===== src/rtl/srpg_pkg.sv =====
// Shared types and constants of the servo ramp pulse generator.
`timescale 1ns / 1ps

package srpg_pkg;

  localparam int ANGLE_W   = 8;
  localparam int RAMP_W    = 16;
  localparam int PULSE_W   = 12;
  localparam int CFG_W     = 12;
  localparam int CFG_IDX_W = 3;

  localparam int ANGLE_HALF = 90;
  localparam int ANGLE_SPAN = 180;

  localparam logic [ANGLE_W-1:0] LOWEST_RESET   = ANGLE_W'(-90);
  localparam logic [ANGLE_W-1:0] HIGHEST_RESET  = ANGLE_W'(90);
  localparam int                 SHORTEST_INIT  = 150;
  localparam int                 LONGEST_INIT   = 600;
  localparam logic [PULSE_W-1:0] SHORTEST_RESET = PULSE_W'(SHORTEST_INIT);
  localparam logic [PULSE_W-1:0] LONGEST_RESET  = PULSE_W'(LONGEST_INIT);
  localparam logic [PULSE_W-1:0] PULSE_MID_RESET =
    PULSE_W'(SHORTEST_INIT + (LONGEST_INIT - SHORTEST_INIT) / 2);

  localparam logic CMD_SET  = 1'b0;
  localparam logic CMD_TICK = 1'b1;

  localparam logic STATUS_OK    = 1'b0;
  localparam logic STATUS_RANGE = 1'b1;

  localparam logic [CFG_IDX_W-1:0] REG_LOWEST   = CFG_IDX_W'(0);
  localparam logic [CFG_IDX_W-1:0] REG_HIGHEST  = CFG_IDX_W'(1);
  localparam logic [CFG_IDX_W-1:0] REG_SHORTEST = CFG_IDX_W'(2);
  localparam logic [CFG_IDX_W-1:0] REG_LONGEST  = CFG_IDX_W'(3);

  typedef enum logic [7:0] {
    S_IDLE      = 8'b0000_0001,
    S_EVAL      = 8'b0000_0010,
    S_STEP_DIV  = 8'b0000_0100,
    S_MAP_OFF   = 8'b0000_1000,
    S_MAP_MUL   = 8'b0001_0000,
    S_MAP_START = 8'b0010_0000,
    S_MAP_DIV   = 8'b0100_0000,
    S_FINISH    = 8'b1000_0000
  } state_t;

endpackage


===== src/rtl/srpg_serial_div.sv =====
// Restoring divider that produces one quotient bit per cycle.
`timescale 1ns / 1ps

module srpg_serial_div #(
  parameter int DW = 24,
  parameter int VW = 16
) (
  input  logic          clk,
  input  logic          rst,
  input  logic          start,
  input  logic [DW-1:0] dividend,
  input  logic [VW-1:0] divisor,
  output logic          done,
  output logic [DW-1:0] quotient
);

  localparam int CNT_W = $clog2(DW + 1);

  logic             busy;
  logic [CNT_W-1:0] count;
  logic [VW-1:0]    rem;
  logic [VW-1:0]    dvs;
  logic [DW-1:0]    quo;
  logic [VW:0]      trial;
  logic             fits;

  assign trial    = {rem, quo[DW-1]};
  assign fits     = trial >= {1'b0, dvs};
  assign quotient = quo;

  always_ff @(posedge clk) begin
    if (rst) begin
      busy  <= 1'b0;
      done  <= 1'b0;
      count <= '0;
    end else begin
      done <= 1'b0;
      if (start) begin
        busy  <= 1'b1;
        count <= CNT_W'(DW);
      end else if (busy) begin
        count <= count - CNT_W'(1);
        if (count == CNT_W'(1)) begin
          busy <= 1'b0;
          done <= 1'b1;
        end
      end
    end
  end

  always_ff @(posedge clk) begin
    if (start) begin
      quo <= dividend;
      dvs <= divisor;
      rem <= '0;
    end else if (busy) begin
      rem <= fits ? VW'(trial - {1'b0, dvs}) : trial[VW-1:0];
      quo <= {quo[DW-2:0], fits};
    end
  end

endmodule


===== src/rtl/servo_ramp_pulse_generator.sv =====
// Servo ramp pulse generator top level.
// Input channel (in_valid/in_ready) takes one item: command, goal_angle, ramp_ms.
// A set-target item checks goal_angle against the angle limits and, if it is
// taken, works out the step per tick; with a nonzero difference and ramp_ms it
// does a serial divide of the angle difference by ramp_ms. A tick item not yet
// at the target moves the angle one step, clamps it at the target and maps it
// onto the pulse range with one multiply and a serial divide by 180.
// Output channel (out_valid/out_ready) gives one item per input item:
// status, pulse_length, turning, pulse_written.
// One item is worked on at a time; the next is taken in the cycle after the result
// is loaded. The serial divider is DW = max(FRACTION_BITS + 8, 20) bits wide; its
// run takes up most of the time of a set-target item that divides and of a moving
// tick, and an item that needs no divide goes straight from evaluation to finish.
// The output register holds a finished item while out_ready is low; a new input
// item is taken meanwhile and waits in its last step until the register frees.
// Reset (rst, synchronous) restores the default limits and pulse range, puts
// the angle and target at zero degrees and the pulse at the range midpoint.
// Configuration writes (cfg_we, cfg_index, cfg_data) take effect at once.
`timescale 1ns / 1ps

module servo_ramp_pulse_generator #(
  parameter int FRACTION_BITS = 16
) (
  input  logic                                clk,
  input  logic                                rst,
  input  logic                                in_valid,
  output logic                                in_ready,
  input  logic                                command,
  input  logic signed [srpg_pkg::ANGLE_W-1:0] goal_angle,
  input  logic [srpg_pkg::RAMP_W-1:0]         ramp_ms,
  output logic                                out_valid,
  input  logic                                out_ready,
  output logic                                status,
  output logic [srpg_pkg::PULSE_W-1:0]        pulse_length,
  output logic                                turning,
  output logic                                pulse_written,
  input  logic                                cfg_we,
  input  logic [srpg_pkg::CFG_IDX_W-1:0]      cfg_index,
  input  logic [srpg_pkg::CFG_W-1:0]          cfg_data
);

  localparam int AW   = srpg_pkg::ANGLE_W;
  localparam int PW   = srpg_pkg::PULSE_W;
  localparam int CW   = FRACTION_BITS + AW;
  localparam int DFW  = CW + 1;
  localparam int NW   = CW + 2;
  localparam int OW   = CW + 1;
  localparam int PRW  = PW + CW;
  localparam int MAPW = PW + AW;
  localparam int DW   = (CW > MAPW) ? CW : MAPW;

  localparam logic signed [OW-1:0] HALF_FX = OW'(srpg_pkg::ANGLE_HALF) << FRACTION_BITS;
  localparam logic [CW-1:0]        FULL_FX = CW'(srpg_pkg::ANGLE_SPAN) << FRACTION_BITS;

  srpg_pkg::state_t state;

  logic signed [AW-1:0]  lowest_angle;
  logic signed [AW-1:0]  highest_angle;
  logic [PW-1:0]         shortest_pulse;
  logic [PW-1:0]         longest_pulse;

  logic signed [CW-1:0]  current_angle;
  logic signed [AW-1:0]  target_angle;
  logic signed [DFW-1:0] step_per_tick;
  logic [PW-1:0]         pulse_now;

  logic                  cmd_q;
  logic signed [AW-1:0]  goal_q;
  logic [srpg_pkg::RAMP_W-1:0] ramp_q;
  logic                  diff_neg;
  logic                  span_neg;
  logic [CW-1:0]         off_q;
  logic [PRW-1:0]        product;

  logic                  res_status;
  logic                  res_turning;
  logic                  res_written;

  logic signed [CW-1:0]  target_fx;
  logic signed [CW-1:0]  goal_fx;
  logic signed [DFW-1:0] diff;
  logic [DFW-1:0]        diff_mag;
  logic                  in_range;
  logic                  at_target;
  logic                  moving_up;
  logic signed [NW-1:0]  sum;
  logic signed [CW-1:0]  next_angle;
  logic signed [OW-1:0]  off_sum;
  logic [CW-1:0]         off_clamped;
  logic signed [PW:0]    span;
  logic [PW-1:0]         span_mag;

  logic                  div_start;
  logic                  div_done;
  logic [DW-1:0]         div_dividend;
  logic [srpg_pkg::RAMP_W-1:0] div_divisor;
  logic [DW-1:0]         div_quotient;
  logic [CW-1:0]         step_q;
  logic [CW-1:0]         step_fix;
  logic [PW-1:0]         map_q;
  logic                  out_load;

  assign target_fx = $signed({target_angle, {FRACTION_BITS{1'b0}}});
  assign goal_fx   = $signed({goal_q, {FRACTION_BITS{1'b0}}});
  assign diff      = DFW'(goal_fx) - DFW'(current_angle);
  assign diff_mag  = diff[DFW-1] ? DFW'(-diff) : diff;
  assign in_range  = !(goal_q > highest_angle || goal_q < lowest_angle);
  assign at_target = current_angle == target_fx;
  assign moving_up = target_fx > current_angle;
  assign sum       = NW'(current_angle) + NW'(step_per_tick);

  always_comb begin
    next_angle = sum[CW-1:0];
    if (moving_up) begin
      if (sum >= NW'(target_fx) || step_per_tick <= 0) begin
        next_angle = target_fx;
      end
    end else begin
      if (sum <= NW'(target_fx) || step_per_tick >= 0) begin
        next_angle = target_fx;
      end
    end
  end

  assign off_sum = OW'(current_angle) + HALF_FX;

  always_comb begin
    if (off_sum[OW-1]) begin
      off_clamped = '0;
    end else if (off_sum[CW-1:0] > FULL_FX) begin
      off_clamped = FULL_FX;
    end else begin
      off_clamped = off_sum[CW-1:0];
    end
  end

  assign span     = $signed({1'b0, longest_pulse}) - $signed({1'b0, shortest_pulse});
  assign span_mag = span[PW] ? PW'(-span) : span[PW-1:0];

  assign div_start = (state == srpg_pkg::S_MAP_START) ||
                     (state == srpg_pkg::S_EVAL && cmd_q == srpg_pkg::CMD_SET &&
                      in_range && diff != '0 && ramp_q != '0);
  assign div_dividend = (state == srpg_pkg::S_MAP_START) ?
                        DW'(product[PRW-1:FRACTION_BITS]) : DW'(diff_mag[CW-1:0]);
  assign div_divisor  = (state == srpg_pkg::S_MAP_START) ?
                        srpg_pkg::RAMP_W'(srpg_pkg::ANGLE_SPAN) : ramp_q;

  assign step_q   = div_quotient[CW-1:0];
  assign step_fix = (step_q == '0) ? CW'(1) : step_q;
  assign map_q    = div_quotient[PW-1:0];

  srpg_serial_div #(
    .DW(DW),
    .VW(srpg_pkg::RAMP_W)
  ) u_div (
    .clk      (clk),
    .rst      (rst),
    .start    (div_start),
    .dividend (div_dividend),
    .divisor  (div_divisor),
    .done     (div_done),
    .quotient (div_quotient)
  );

  assign in_ready = state == srpg_pkg::S_IDLE;
  assign out_load = state == srpg_pkg::S_FINISH && (!out_valid || out_ready);

  always_ff @(posedge clk) begin
    if (rst) begin
      lowest_angle   <= srpg_pkg::LOWEST_RESET;
      highest_angle  <= srpg_pkg::HIGHEST_RESET;
      shortest_pulse <= srpg_pkg::SHORTEST_RESET;
      longest_pulse  <= srpg_pkg::LONGEST_RESET;
    end else if (cfg_we) begin
      unique case (cfg_index)
        srpg_pkg::REG_LOWEST:   lowest_angle   <= cfg_data[AW-1:0];
        srpg_pkg::REG_HIGHEST:  highest_angle  <= cfg_data[AW-1:0];
        srpg_pkg::REG_SHORTEST: shortest_pulse <= cfg_data[PW-1:0];
        srpg_pkg::REG_LONGEST:  longest_pulse  <= cfg_data[PW-1:0];
        default: ;
      endcase
    end
  end

  always_ff @(posedge clk) begin
    if (rst) begin
      state         <= srpg_pkg::S_IDLE;
      current_angle <= '0;
      target_angle  <= '0;
      step_per_tick <= '0;
      pulse_now     <= srpg_pkg::PULSE_MID_RESET;
    end else begin
      unique case (state)
        srpg_pkg::S_IDLE: begin
          if (in_valid) begin
            state <= srpg_pkg::S_EVAL;
          end
        end
        srpg_pkg::S_EVAL: begin
          res_status  <= srpg_pkg::STATUS_OK;
          res_written <= 1'b0;
          if (cmd_q == srpg_pkg::CMD_SET) begin
            if (!in_range) begin
              res_status  <= srpg_pkg::STATUS_RANGE;
              res_turning <= !at_target;
              state       <= srpg_pkg::S_FINISH;
            end else begin
              target_angle <= goal_q;
              res_turning  <= diff != '0;
              diff_neg     <= diff[DFW-1];
              if (diff == '0) begin
                step_per_tick <= '0;
                state         <= srpg_pkg::S_FINISH;
              end else if (ramp_q == '0) begin
                step_per_tick <= diff;
                state         <= srpg_pkg::S_FINISH;
              end else begin
                state <= srpg_pkg::S_STEP_DIV;
              end
            end
          end else begin
            if (at_target) begin
              res_turning <= 1'b0;
              state       <= srpg_pkg::S_FINISH;
            end else begin
              current_angle <= next_angle;
              res_turning   <= 1'b1;
              res_written   <= 1'b1;
              state         <= srpg_pkg::S_MAP_OFF;
            end
          end
        end
        srpg_pkg::S_STEP_DIV: begin
          if (div_done) begin
            step_per_tick <= diff_neg ? DFW'(-$signed({1'b0, step_fix}))
                                      : $signed({1'b0, step_fix});
            state         <= srpg_pkg::S_FINISH;
          end
        end
        srpg_pkg::S_MAP_OFF: begin
          off_q <= off_clamped;
          state <= srpg_pkg::S_MAP_MUL;
        end
        srpg_pkg::S_MAP_MUL: begin
          product  <= PRW'(span_mag) * PRW'(off_q);
          span_neg <= span[PW];
          state    <= srpg_pkg::S_MAP_START;
        end
        srpg_pkg::S_MAP_START: begin
          state <= srpg_pkg::S_MAP_DIV;
        end
        srpg_pkg::S_MAP_DIV: begin
          if (div_done) begin
            pulse_now <= span_neg ? shortest_pulse - map_q : shortest_pulse + map_q;
            state     <= srpg_pkg::S_FINISH;
          end
        end
        srpg_pkg::S_FINISH: begin
          if (out_load) begin
            state <= srpg_pkg::S_IDLE;
          end
        end
        default: state <= srpg_pkg::S_IDLE;
      endcase
    end
  end

  always_ff @(posedge clk) begin
    if (in_valid && in_ready) begin
      cmd_q  <= command;
      goal_q <= goal_angle;
      ramp_q <= ramp_ms;
    end
  end

  always_ff @(posedge clk) begin
    if (rst) begin
      out_valid <= 1'b0;
    end else if (out_load) begin
      out_valid <= 1'b1;
    end else if (out_ready) begin
      out_valid <= 1'b0;
    end
  end

  always_ff @(posedge clk) begin
    if (out_load) begin
      status        <= res_status;
      pulse_length  <= pulse_now;
      turning       <= res_turning;
      pulse_written <= res_written;
    end
  end

endmodule


===== config.mk =====
export PLATFORM = sky130hd
export DESIGN_NAME = servo_ramp_pulse_generator
export DESIGN_NICKNAME = d
export VERILOG_FILES = /design/src/rtl/srpg_pkg.sv /design/src/rtl/srpg_serial_div.sv /design/src/rtl/servo_ramp_pulse_generator.sv
export SDC_FILE = /design/constraint.sdc
export NUM_CORES = 1
export LEC_CHECK = 0
export BUFFER_PORTS_ARGS = -buffer_cell sky130_fd_sc_hd__buf_4
export CAP_MARGIN = 25
export CORE_ASPECT_RATIO = 0.5
export CORE_MARGIN = 5
export CORE_UTILIZATION = 50
export CTS_BUF_LIST = sky130_fd_sc_hd__clkbuf_16
export CTS_CLUSTER_DIAMETER = 30
export CTS_CLUSTER_SIZE = 20
export DETAILED_ROUTE_END_ITERATION = 8
export GPL_TIMING_DRIVEN = 1
export PLACE_DENSITY_LB_ADDON = 0.05
export SLEW_MARGIN = 10
export SYNTH_ARGS = -nofsm -noshare
export SYNTH_HDL_FRONTEND = slang
export SYNTH_HIERARCHICAL = 1
export SYNTH_SLANG_ARGS = --single-unit

===== constraint.sdc =====
create_clock -name clk -period 23.2 [get_ports clk]
set_input_delay 4.64 -clock clk [delete_from_list [all_inputs] [get_ports clk]]
set_output_delay 4.64 -clock clk [all_outputs]
set_load 0.005 [all_outputs]

* Yosys cells after proc, flatten, opt, wreduce, memory -nomap -nowiden
Cells that the tools add are included.
** Operators by class
- Add/subtract/negate cells :: 11
- Multiply operators :: 1
- Order comparisons :: 9
- Equal/unequal tests :: 20
- Mux-type cells :: 40
- Bitwise logic cells :: 5
- Reduce and logical (&&, ||, !) cells :: 40
** Operator list (count)
- 24-bit 2-to-1 mux :: 9
- 25-bit 2-to-1 mux :: 6
- 8-bit 2-to-1 mux :: 8
- 8-bit case mux with 7 select lines :: 1
- 25-bit case mux with 2 select lines :: 1
- 12-bit by 24-bit multiplier with 36-bit output :: 1
- 24-bit by 25-bit adder with 26-bit output :: 1
- 26-bit by 24-bit greater-or-equal comparator with 1-bit output :: 1
- 26-bit by 24-bit <= comparator with 1-bit output :: 1
- 24-bit by 24-bit adder with 25-bit output, second input constant :: 1
- 25-bit by 1-bit greater-or-equal comparator with 1-bit output, second input constant :: 1
- 25-bit by 1-bit <= comparator with 1-bit output, second input constant :: 1
- 25-bit zero test :: 1
- 24-bit negation with 25-bit output :: 1
- 25-bit nonzero test :: 1
- 24-bit by 24-bit subtractor with 25-bit output :: 1
- 24-bit == test :: 1
- 24-bit > comparator :: 1
- 24-bit > comparator, second input constant :: 1
- 24-bit zero test :: 1
- 12-bit 2-to-1 mux :: 2
- 24-bit negation :: 1
- 17-bit by 16-bit greater-or-equal comparator with 1-bit output :: 1
- 16-bit zero test :: 1
- 38 further kinds :: 81
** Word-level totals
- Register bits after elaboration :: 286
- Output and inout port bits :: 17

* Logic depth before layout (Yosys ltp)
- Depth after elaboration :: 8
- Mapped depth :: 33
- Depth with buffers taken out :: 31

* By module
Netlist, hierarchy kept.
** By module, submodules not included
- servo_ramp_pulse_generator :: instances 1, cells an instance 2620, area an instance 22639.2 um^2
- srpg_serial_div :: instances 1, cells an instance 335, area an instance 3537.1 um^2

* Worst setup path after synthesis
OpenSTA, ideal clock, no wires.
- Path type :: register to register
- Start point :: register shortest_pulse[0]
- End point :: register product[34] (data pin)
- Setup time :: 0.258 ns
- Data arrival time :: 8.084 ns
- Data required time :: 22.942 ns
- Path slack :: 14.858 ns
- Cell stages (with the launch flop) :: 30
- Clock period less this slack :: 8.342 ns
- Cells stage by stage :: dfxtp_1 -> ha_1 -> inv_1 -> fa_1 -> a211oi_1 -> o21bai_1 -> a21oi_1 -> xor2_1 -> o211ai_1 -> o41ai_1 -> xnor2_1 -> xnor2_1 -> clkbuf_1 -> nor2b_1 -> fa_1 -> inv_1 -> fa_1 -> fa_1 -> fa_1 -> fa_1 -> inv_1 -> ha_1 -> and3_1 -> nand2_1 -> or3_1 -> a2111oi_0 -> nor4b_1 -> o31ai_1 -> a21oi_1 -> xnor2_1
** Between the ends
- Cells in the longest elaborated chain, start to end :: 4
** RTL lines
- from (decl) :: line servo_ramp_pulse_generator.sv:59 : logic [PW-1:0] shortest_pulse;
- from (signal assigned) :: line servo_ramp_pulse_generator.sv:172 : shortest_pulse <= srpg_pkg::SHORTEST_RESET;
- from (signal assigned) :: line servo_ramp_pulse_generator.sv:178 : srpg_pkg::REG_SHORTEST: shortest_pulse <= cfg_data[PW-1:0];
- 12-bit by 12-bit subtractor with 13-bit output * :: line servo_ramp_pulse_generator.sv:137 : assign span = $signed({1'b0, longest_pulse}) - $signed({1'b0, shortest_pulse});
- 12-bit negation :: line servo_ramp_pulse_generator.sv:138 : assign span_mag = span[PW] ? PW'(-span) : span[PW-1:0];
- 12-bit 2-to-1 mux * :: line servo_ramp_pulse_generator.sv:138
- 12-bit by 24-bit multiplier with 36-bit output * :: line servo_ramp_pulse_generator.sv:245 : product <= PRW'(span_mag) * PRW'(off_q);
- to (signal assigned) :: line servo_ramp_pulse_generator.sv:245
- to (decl) :: line servo_ramp_pulse_generator.sv:73 : logic [PRW-1:0] product;
Every way passes the cells marked *; elsewhere a longest branch is shown, timed or not.
A chain may end at the register's enable or synchronous reset.

* Worst setup path in the final report
- Start point :: register shortest_pulse[1]
- End point :: register product[34] (data pin)
Same word-level chain as after synthesis.

==> out/qor.csv <==
stage;metric;value;unit
logic_synthesis;yosysTopAreaCell;fa_1;
floorplanning;die_area;0.05731;sq mm
clocking;htree_num_levels;2;
sta;maxSlewViolCount;0;
critical_path;reg2reg_slack;13.62;ns
logic_synthesis;postSynthAreaPerCell;8.858;sq um
sta;period_share;41.30;%
outcome;status;complete, no violations;
pwr;powerDensity;147.4;mW/mm^2
logic_synthesis;ys_seq_area_share;25.58;%
routing;drt-vias-per-instance;5.724;
clocking;cts-buffers-inserted;50;
logic_synthesis;synth.most_common_cell;inv_1;
logic_synthesis;ys_warn_count;6;
critical_path;startpoint;shortest_pulse[1];
floorplanning;placementRows;59;
clocking;cts_setup_buffers;0;
clocking;cts.clk_slew.worst_paths;0.05;ns
job;max_cap_violations;0;
sta;tns;0;ns
critical_path;cp_data_arrival_time;9.87;ns
critical_path;required;23.49;ns
critical_path;crit_path_start_kind;register;
finish;area_delta_synth_final;10.77;%
logic_synthesis;synth.cell_area;0.02618;sq mm
sta;clock_skew;0.07015;ns
floorplanning;start_util;50.44;%
logic_synthesis;ys_ff_latch;270;
routing;wl_per_cell;20.43;um
global_routing;grt_max_degree;93;
placement;dp_hpwl;56750;um
sta;rsz0062_at_grt;false;
critical_path;slowest_stage;a2111oi_0;
pwr;ir_drop;0.2201;mV
critical_path;max_stage_delay;0.72;ns
logic_synthesis;syn_nets;3405;
clocking;cts_root_buf;clkbuf_16;
routing;first_iter_violations;1980;
global_routing;antenna_found_initial;1;
routing;drc;0;
clocking;cts.sinks;270;
clocking;cts.path.max_buffers;3;
sta;period_minus_slack;9.582;ns
logic_synthesis;synth_edf_count;129;
critical_path;r2r-end;product[34];
routing;ant_nets;0;
logic_synthesis;synth_common_cells;inv_1 (351), nand2_1 (320), fa_1 (223);
clocking;cts_resized;0;
clocking;cts_tree;built;
critical_path;cp_max_fo;24;
clocking;insertion_delay;0.61;ns
logic_synthesis;netlist.area_leader.share;17.05;%
floorplanning;die_h;171.8;um
global_routing;grt_pass1_wl;118800;um
routing;drt_pre_antenna_iters;6;
logic_synthesis;netlist_instances;2955;
logic_synthesis;synth_area_leaders;fa_1 (17%), edfxtp_1 (15%), dfxtp_1 (11%), ha_1 (8.7%), inv_1 (5.0%);
floorplanning;core;0.05190;sq mm
global_routing;grt_use_total;26.30;%
sta;worstMarginPinSlew;1.031;ns
finish;antenna_cells;0;
logic_synthesis;yosys.cell_types.count;94;
routing;routed_wl;75490;um
critical_path;critPathCapture;product[34];
critical_path;critPathCaptureType;register;
sta;max_slew_margin;31.29;%
finish;nets;3402;
finish;post-route-util;55.87;%
routing;vias;21150;
critical_path;path_class;reg2reg;
critical_path;reg2reg_depth;28;
placement;numPortBuffers;61;
global_routing;grt_pass1_vias;20540;
critical_path;path_common_cell;fa_1;
placement;place_congestion;0.8984;
pwr;p_leak;12.31;nW
finish;drive_gt1_share;8.550;%
logic_synthesis;synth_flop_cell;dfxtp_1;
clocking;cts-hold-fix-buffers;0;
critical_path;timing.rr.start;shortest_pulse[1];
sta;final-setup-viol-count;0;
sta;max_freq;0.1044;GHz
floorplanning;ios;62;
global_routing;overflow;0;
logic_synthesis;synthArstFlopShare;0;%
sta;hold_viol_final;0;
floorplanning;die_w;333.6;um
hold_path;hold_path_class;reg2reg;
==> report_power, final <==
part           internal, mW  switching, mW
Combinational          1.13           1.77
Clock                 0.443          0.287
Sequential            0.630         0.0162
==> worst min path at each step <==
stage                start       endpoint  cells after the start
6_report       res_written  pulse_written                      0
5_1_grt        res_turning        turning                      0
4_1_cts        res_written  pulse_written                      0
3_5_place_dp   res_written  pulse_written                      0
3_3_place_gp   res_written  pulse_written                      0
2_1_floorplan  res_written  pulse_written                      0
==> per-layer routing <==
metal,vias up,track usage [%],part of all wire [%]
li1,10050,-,-
met1,10380,40.82,50
met2,641,38.62,41
met3,82,5.236,7.3
met4,2,4.136,1.4
met5,-,0,0.017
==> cells in the final DEF, fill, tap and decap left out, drive strengths merged, types with 9 or more instances in the layout <==
| cell | synthesis | layout |
|---|---|---|
| inv | 351 | 367 |
| nand2 | 322 | 322 |
| fa | 223 | 223 |
| ha | 182 | 182 |
| nor2 | 168 | 168 |
| a21oi | 162 | 162 |
| dfxtp | 141 | 141 |
| edfxtp | 129 | 129 |
| o21ai | 107 | 107 |
| nor2b | 99 | 99 |
| xnor2 | 98 | 98 |
| buf | 18 | 89 |
| and2 | 86 | 86 |
| nand2b | 67 | 67 |
| nand3 | 66 | 66 |
| xor2 | 58 | 58 |
| clkbuf | 126 | 52 |
| nor3 | 51 | 51 |
| o211ai | 50 | 50 |
| mux2i | 32 | 32 |
| a21o | 31 | 31 |
| o31ai | 31 | 31 |
| nor4 | 28 | 28 |
| nand4 | 26 | 26 |
| mux2 | 26 | 26 |
| or3 | 23 | 23 |
| a211oi | 22 | 22 |
| a31oi | 17 | 17 |
| and3 | 17 | 17 |
| clkinv | 1 | 17 |
| o21a | 16 | 16 |
| o41ai | 13 | 13 |
| a311oi | 13 | 13 |
| or2 | 13 | 13 |
| nor3b | 12 | 12 |
| o21bai | 11 | 11 |
| a211o | 9 | 9 |
| or4 | 9 | 9 |
| nor4b | 9 | 9 |
==> flip-flops by register name, indices dropped and copies added (netlist names), 12 cells and up <==
signal / cells
step_per_tick: 25
off_q: 24
shortest_pulse: 12
pulse_length: 12
u_div/quotient: 24
current_angle: 24
product: 20
u_div/rem: 16
ramp_q: 16
u_div/dvs: 16
pulse_now: 12
longest_pulse: 12
==> cell families after synthesis <==
kind of cell	after synthesis	synth area share (%)
compound gates	548	13.79
xor+xnor	156	5.248
fa+ha+maj	405	25.75
buf+inv	496	7.318
flops	270	25.58
mux	58	2.342
simple gates	1022	19.97
==> stage by stage <==
stage | hold WS (ns) | cell area (sq um) | cells | power (mW) | setup WS, ns
floorplan | 0.4003 | 26180 | 2955 | 2.691 | 14.86
global placement | 0.4223 | 27240 | 3599 | 3.498 | 13.85
detailed placement | 0.4164 | 27240 | 3599 | 3.483 | 13.67
CTS | 0.4285 | 28960 | 3693 | 4.270 | 13.62
global route | 0.4317 | 29000 | 3695 | 4.670 | 13.05
finish | 0.4243 | 29000 | 3695 | 4.275 | 13.62
==> worst max-delay path: cells and delay by family, from the launching register on <==
kind                       cells  cell delay [ns]
AOI/OAI and AO/OA              8             2.93
xor gates and xnor gates       4             0.93
adders and majority gates      7             3.43
buffers and inverters          4             0.51
DFF                            1             0.38
and+or+nand+nor                5             1.06
==> final cells by class <==
cell class	count	area (sq um)
inverters	352	1321
well taps	701	877.1
fillers	4790	22900
repair buffers	89	691.9
flip-flops and latches	270	6696
multi-input cells	2189	17690
clock buffers	52	1301
clock inverters	42	414.1
(Power assumes the default switching activity.)
